[config.mk]
export PLATFORM = sky130hd
export DESIGN_NAME = dpw_xform_row
export DESIGN_NICKNAME = d
export VERILOG_FILES = /design/src/design/dpw_pkg.sv /design/src/design/dpw_xform_row.sv
export SDC_FILE = /design/constraint.sdc
export NUM_CORES = 2
export LEC_CHECK = 0
export BUFFER_PORTS_ARGS = -buffer_cell sky130_fd_sc_hd__buf_2
export CORE_MARGIN = 2
export CORE_UTILIZATION = 30
export CTS_CLUSTER_DIAMETER = 120
export DETAILED_ROUTE_END_ITERATION = 12
export GPL_TIMING_DRIVEN = 0
export PLACE_DENSITY = 0.45
export SETUP_SLACK_MARGIN = 0.15
export SYNTH_ARGS = -nofsm -noshare
export SYNTH_HDL_FRONTEND = slang
export SYNTH_SLANG_ARGS = --single-unit
[constraint.sdc]
create_clock -name i_clk -period 9.27 [get_ports i_clk]
set_input_delay 0.927 -clock i_clk [delete_from_list [all_inputs] [get_ports i_clk]]
set_output_delay 0.927 -clock i_clk [all_outputs]
set_load 0.05 [all_outputs]
[src/design/dpw_pkg.sv]
// Shared types and constants for the depth pixel to world point pipeline.
// Used by dpw_xform_row and the depth_pixel_to_world_point top level.
package dpw_pkg;

    // Configuration register indexes.
    typedef enum logic [2:0] {
        CFG_CENTER_X    = 3'd0,
        CFG_CENTER_Y    = 3'd1,
        CFG_INV_FOCAL_X = 3'd2,
        CFG_INV_FOCAL_Y = 3'd3,
        CFG_XFORM_ROW_X = 3'd4,
        CFG_XFORM_ROW_Y = 3'd5,
        CFG_XFORM_ROW_Z = 3'd6
    } t_cfg_idx;

    localparam logic [15:0] RST_CENTER_X    = 16'd5128;
    localparam logic [15:0] RST_CENTER_Y    = 16'd3848;
    localparam logic [23:0] RST_INV_FOCAL_X = 24'd32129;
    localparam logic [23:0] RST_INV_FOCAL_Y = 24'd32129;
    localparam logic [63:0] RST_XFORM_ROW_X = 64'h4000_0000_0000_0000;
    localparam logic [63:0] RST_XFORM_ROW_Y = 64'h0000_4000_0000_0000;
    localparam logic [63:0] RST_XFORM_ROW_Z = 64'h0000_0000_4000_0000;

    // Camera point widths: x and y in signed Q.4 mm, z unsigned Q.4 mm.
    localparam int CAM_W   = 34;
    localparam int CZ_W    = 20;
    localparam int WORLD_W = 19;

    localparam logic signed [34:0] WORLD_MAX = 35'sd262143;
    localparam logic signed [34:0] WORLD_MIN = -35'sd262144;

    // Stage advance strobes for the transform row stages.
    typedef struct packed {
        logic s5;
        logic s6;
        logic s7;
    } t_row_en;

endpackage

[src/design/dpw_xform_row.sv]
// One row of the rigid transform: three products, sum with rounding,
// translation and saturation over three register stages. Depends on dpw_pkg.
module dpw_xform_row import dpw_pkg::*; (
    input  logic                       i_clk,
    input  t_row_en                    i_en,
    input  logic [63:0]                i_row,
    input  logic signed [CAM_W-1:0]    i_cam_x,
    input  logic signed [CAM_W-1:0]    i_cam_y,
    input  logic [CZ_W-1:0]            i_cam_z,
    output logic signed [WORLD_W-1:0]  o_world
);

    logic signed [49:0]        r_px;
    logic signed [49:0]        r_py;
    logic signed [36:0]        r_pz;
    logic signed [51:0]        r_acc;
    logic signed [WORLD_W-1:0] r_world;

    logic signed [49:0]        n_px;
    logic signed [49:0]        n_py;
    logic signed [36:0]        n_pz;
    logic signed [51:0]        n_acc;
    logic signed [33:0]        rnd;
    logic signed [34:0]        sum;
    logic signed [WORLD_W-1:0] n_world;

    always_comb begin
        n_px  = $signed(i_row[63:48]) * i_cam_x;
        n_py  = $signed(i_row[47:32]) * i_cam_y;
        n_pz  = $signed(i_row[31:16]) * $signed({1'b0, i_cam_z});
        // Half an output LSB is added here so the next stage only shifts.
        n_acc = 52'(r_px) + 52'(r_py) + 52'(r_pz) + 52'sd131072;
        rnd   = r_acc[51:18];
        sum   = 35'(rnd) + 35'($signed(i_row[15:0]));
        if (sum > WORLD_MAX) begin
            n_world = WORLD_MAX[WORLD_W-1:0];
        end else if (sum < WORLD_MIN) begin
            n_world = WORLD_MIN[WORLD_W-1:0];
        end else begin
            n_world = sum[WORLD_W-1:0];
        end
    end

    always_ff @(posedge i_clk) begin
        if (i_en.s5) begin
            r_px <= n_px;
            r_py <= n_py;
            r_pz <= n_pz;
        end
        if (i_en.s6) begin
            r_acc <= n_acc;
        end
        if (i_en.s7) begin
            r_world <= n_world;
        end
    end

    assign o_world = r_world;

endmodule

* After elaboration in Yosys (flattened, before gate mapping)
Index checks and enable logic that the tools add are counted.
Widths: inputs -> output; s select.
** Word-level totals
- Bits in writable memories :: 0
- Bits in registers :: 208
- Input port bits :: 156
- Latch bits :: 0
- Memories :: 0
- Output and inout bits :: 19
- Logic and storage cells :: 15
- Memory bits (read-only) :: 0
** Operators by class
- Equality and inequality tests :: 0
- Mux-type cells :: 1
- Reductions and logical operators :: 0
- Shift-type cells :: 0
- Order comparisons :: 2
- Div/mod/pow operators :: 0
- Multiply operators :: 3
- Bitwise logic cells :: 0
- Add/sub/neg operators :: 4
** Operator list (number)
- $mul 16x34->50 :: 2
- $add 51x37->52 :: 1
- $add 52x19->52 const B :: 1
- $add 50x50->51 :: 1
- $mul 16x21->37 :: 1
- $add 34x16->35 :: 1
- $gt 35x19->1 const B :: 1
- $lt 35x19->1 const B :: 1
- $mux 19 :: 1

* Depth between registers and ports, before layout
- Word-level depth :: 3
- Mapped depth :: 26
- Mapped depth without buffers :: 25

* Worst setup path after synthesis
OpenSTA, ideal clock, no wires.
- Kind :: input port to flip-flop
- Start :: in i_row[55]
- End :: reg r_px[43] (data pin)
- Arrival :: 7181 ps
- Buffers on the path :: 2
- Stages on the path :: 26
- Slack :: 1832 ps
- Cell sequence :: clkbuf_1 -> clkbuf_1 -> nand2_1 -> fa_1 -> inv_1 -> fa_1 -> inv_1 -> fa_1 -> inv_1 -> fa_1 -> fa_1 -> inv_1 -> fa_1 -> inv_1 -> ha_1 -> a21o_1 -> a21o_1 -> a21o_1 -> and3_1 -> a211oi_2 -> nor3_1 -> or2_1 -> o41a_1 -> a21o_1 -> a41o_1 -> xnor2_1
** Between the ends
- Word-level cells in the longest chain between the ends :: 1
** Ends and longest elaborated chain
- from (decl) :: RTL line dpw_xform_row.sv:6 : input logic [63:0] i_row,
- $mul 16x34->50 :: RTL line dpw_xform_row.sv:28 : n_px = $signed(i_row[63:48]) * i_cam_x;
- named net n_px[43] :: RTL line dpw_xform_row.sv:19 : logic signed [49:0] n_px;
- to (signal assigned) :: RTL line dpw_xform_row.sv:46 : r_px <= n_px;
- to (decl) :: RTL line dpw_xform_row.sv:13 : logic signed [49:0] r_px;
The timed path passes the listed nets, and every way through them passes these cells.
A chain may end at the register's enable or synchronous reset.

* Final worst setup path
- Start :: in i_row[58]
- End :: reg r_px[48] (data pin)
Same word-level chain as after synthesis.

==> results.md <==
- Status: completed
- Port Buffer Count: 149
- Main combinational cell family by area after synthesis: adder cells
- MaxCap Viol Count: 0
- Site row count: 163
- Worst Path Class, Setup: in2reg
- Antenna Nets Post-Route: 0
- Layout cell share with drive strength beyond 1: roughly 3.6%
- Post-Synth Simple-Gate Area: 14.9%
- Hold buffer count at CTS: 0
- RSZ-0062 raised after global routing: false
- #FFs+latches synth: 190
- Filler Cell Count: 20700
- Multiplexer area fraction after synthesis: less than 1%
- R2R Setup Slk: 3.79 ns
- Final HPWL DP: between 150 and 200 mm
- Reg2reg end: o_world[9]
- Final clock skew: 0.0181 ns
- Synth top area share: approximately 45%
- Hold Crit Depth: 2
- Total Neg Setup Slack: 0 ns
- Worst-path fanout max: 11
- Post-synth EDFFs: 190
- Syn. warnings: 0
- R2r worst-path depth: 14
- Most frequent cell after synthesis: inv_1
- F_max: 111 MHz
- Iter 0 DRT Violations: 2263
- H-tree lvl count: 4
- I/O pin total: around 180
- CTS tree: yes
- Reg-to-Reg Start: r_acc[18]
- Die area: 201000 um2
- Seq/Total Area, Yosys: 9.62%
- Clock root cell: clkbuf_16
- Vias: 42300
- Area after DPL: 63400 um2
- TritonCTS Buffers: 17
- Tot GR Track Use: 18.4%
- Gr ovfl total: 0
- Setup violators final: 0
- Post-synth ARST share: 0%
- CP required: around 9.5 ns
- Hold Path End: o_world[0]
- First-pass GRT wire length: approximately 280 mm
- Compound-gate portion of the synthesized area: slightly above 6%
- Slew @ Worst Pin: 1.09 ns
- Die X: 449 um
- Final instance area: 64000 um2
- Clk slew on worst S/H paths: around 0.090 ns
- Syn_nets: a little over 8000
- Drt wl/cell: 19.8 um
- Max-slew headroom: around a quarter
- Nets@finish: 8480
- Initial Utilization: 30.1%
- Routed wire length: around 180 mm
- Cell area after synthesis: 59300 um2
- Vias per cell: 4.62
- Hold_sp: r_acc[18]
- First-pass DRT Iterations: 5
- Most used DFF post-synth: edfxtp_1
- Cells after Synth: 6327
- Synth area leaders: fa_1, ha_1, edfxtp_1
- Worst setup SP type: input pin
- Hold crit path type: reg2reg
- WP data arrival: 9.21 ns
- Final period util: 97.0%
- CTS max path bufs: 2
- Die Y-Extent: 449 um
- Yosys cell types: 79
- Final Critical Period: 8.99 ns
- Synth Area in XOR/XNOR: around 2.7%
- GP Congestion: 0.895
- DRC violations left: 0
- Core area: 197000 um2
- Post-Synth Adder-Cell Area: a little under three fifths
- Final Hold Fails: 0
- Area Growth Syn to Fin: 7.91%
- Worst-Skew Late Latency: 0.47 ns
- Yosys top cell by area: fa_1
- Crit path capture type: register
- Top cells by count, synth: inv_1, fa_1, nand2_1
- CTS sink count: between 150 and 200
- Vias in the first global route: 45800
- Initial antenna violation count: 15
- Largest net degree at the start of global routing: 100
- Max Slew Vio Count: 0
- Post-Synthesis Mean Instance Area: 9.37 um2
flip-flops by register name (all words and copies together), names as in the netlist:
register / cells
r_pz: 37
r_px: 50
o_world: 19
r_acc: 34
r_py: 50
worst max-delay path: stages:
cell       delay (ns)
clkbuf_1         0.59
clkbuf_1         0.78
nand2_1          0.18
fa_1             0.56
inv_1            0.05
fa_1             0.58
fa_1             0.44
fa_1             0.47
fa_1             0.49
inv_1            0.05
fa_1             0.57
inv_1            0.07
ha_1             0.36
and3_1           0.22
and3_1           0.19
and2_1           0.16
nand3_1          0.12
nor3_1           0.52
o2111ai_1        0.30
a211oi_1         0.64
o21ai_0          0.26
a21oi_1          0.32
a311oi_1         0.16
xnor2_1          0.17
cell families after synthesis:
| group | after synthesis |
|---|---|
| AOI/OAI and AO/OA | 542 |
| and+or+nand+nor | 1819 |
| DFF | 190 |
| muxes | 4 |
| adders and majority gates | 1826 |
| buffers and inverters | 1762 |
| xor gates and xnor gates | 184 |
metal layers:
| layer | up-vias | share of wire (%) | GRT usage, % |
|---|---|---|---|
| li1 | 19300 | - | - |
| met1 | 22000 | 45 | 25.2 |
| met2 | 780 | 48 | 31.0 |
| met3 | 187 | 3.7 | 1.79 |
| met4 | 10 | 3.0 | 4.76 |
| met5 | - | 0.035 | 0 |
per-stage QoR:
stage	worst slack (ns)	hold slack (ns)	utilization (%)	std cells
after floorplan	1.83	0.613	-	6327
after global placement	-0.670	0.722	32.2	9116
after detailed placement	-0.107	0.691	32.2	9119
after CTS	0.370	0.722	32.5	9151
after global routing	0.122	0.738	32.5	9152
final	0.277	0.718	32.5	9154
cell type report:
cell class / count / area [um2] / share of cell area (%)
diodes: 3 / 7.51 / 0.0117
plain buffers: 242 / 931 / 1.45
flip-flops and latches: 190 / 5710 / 8.92
multi-input cells: 4375 / 47000 / 73.4
clock inverters: 15 / 148 / 0.231
repair buffers: 152 / 790 / 1.23
inverters: 1520 / 5710 / 8.92
well taps: 2640 / 3300 / 5.16
clock buffers: 17 / 425 / 0.665
how the worst max path moves through the flow:
stage | start | endpoint | slack, ns | cells after the start
floorplan | i_row[55] | r_px[43] | 1.83 | 26
global placement | i_cam_z[12] | r_pz[35] | -0.67 | 22
detailed placement | i_row[39] | r_py[47] | -0.11 | 26
CTS | i_row[39] | r_py[47] | 0.37 | 26
global route | i_row[56] | r_px[46] | 0.12 | 24
finish | i_row[58] | r_px[48] | 0.28 | 24
placed cells by master (no fill, tap or decap), types with 41 or more instances in the layout:
master	n
nor2_1	161
clkbuf_1	231
nor3_1	41
edfxtp_1	190
inv_1	1520
xnor2_1	121
fa_1	1328
o21ai_0	77
a21oi_1	160
a21o_1	118
xor2_1	63
and2_1	565
nand2_1	850
ha_1	498
buf_2	153
what timing repair did:
item                                    4_1_cts  5_1_grt
endpoints found under the setup margin        0        2
resized for setup                             0       10
buffers inserted                              0        0
hold endpoints to repair                      0        0
Power is left out: the tool's default activity adds up to more than one toggle a clock period on the data nets, which glitch-free logic cannot reach.
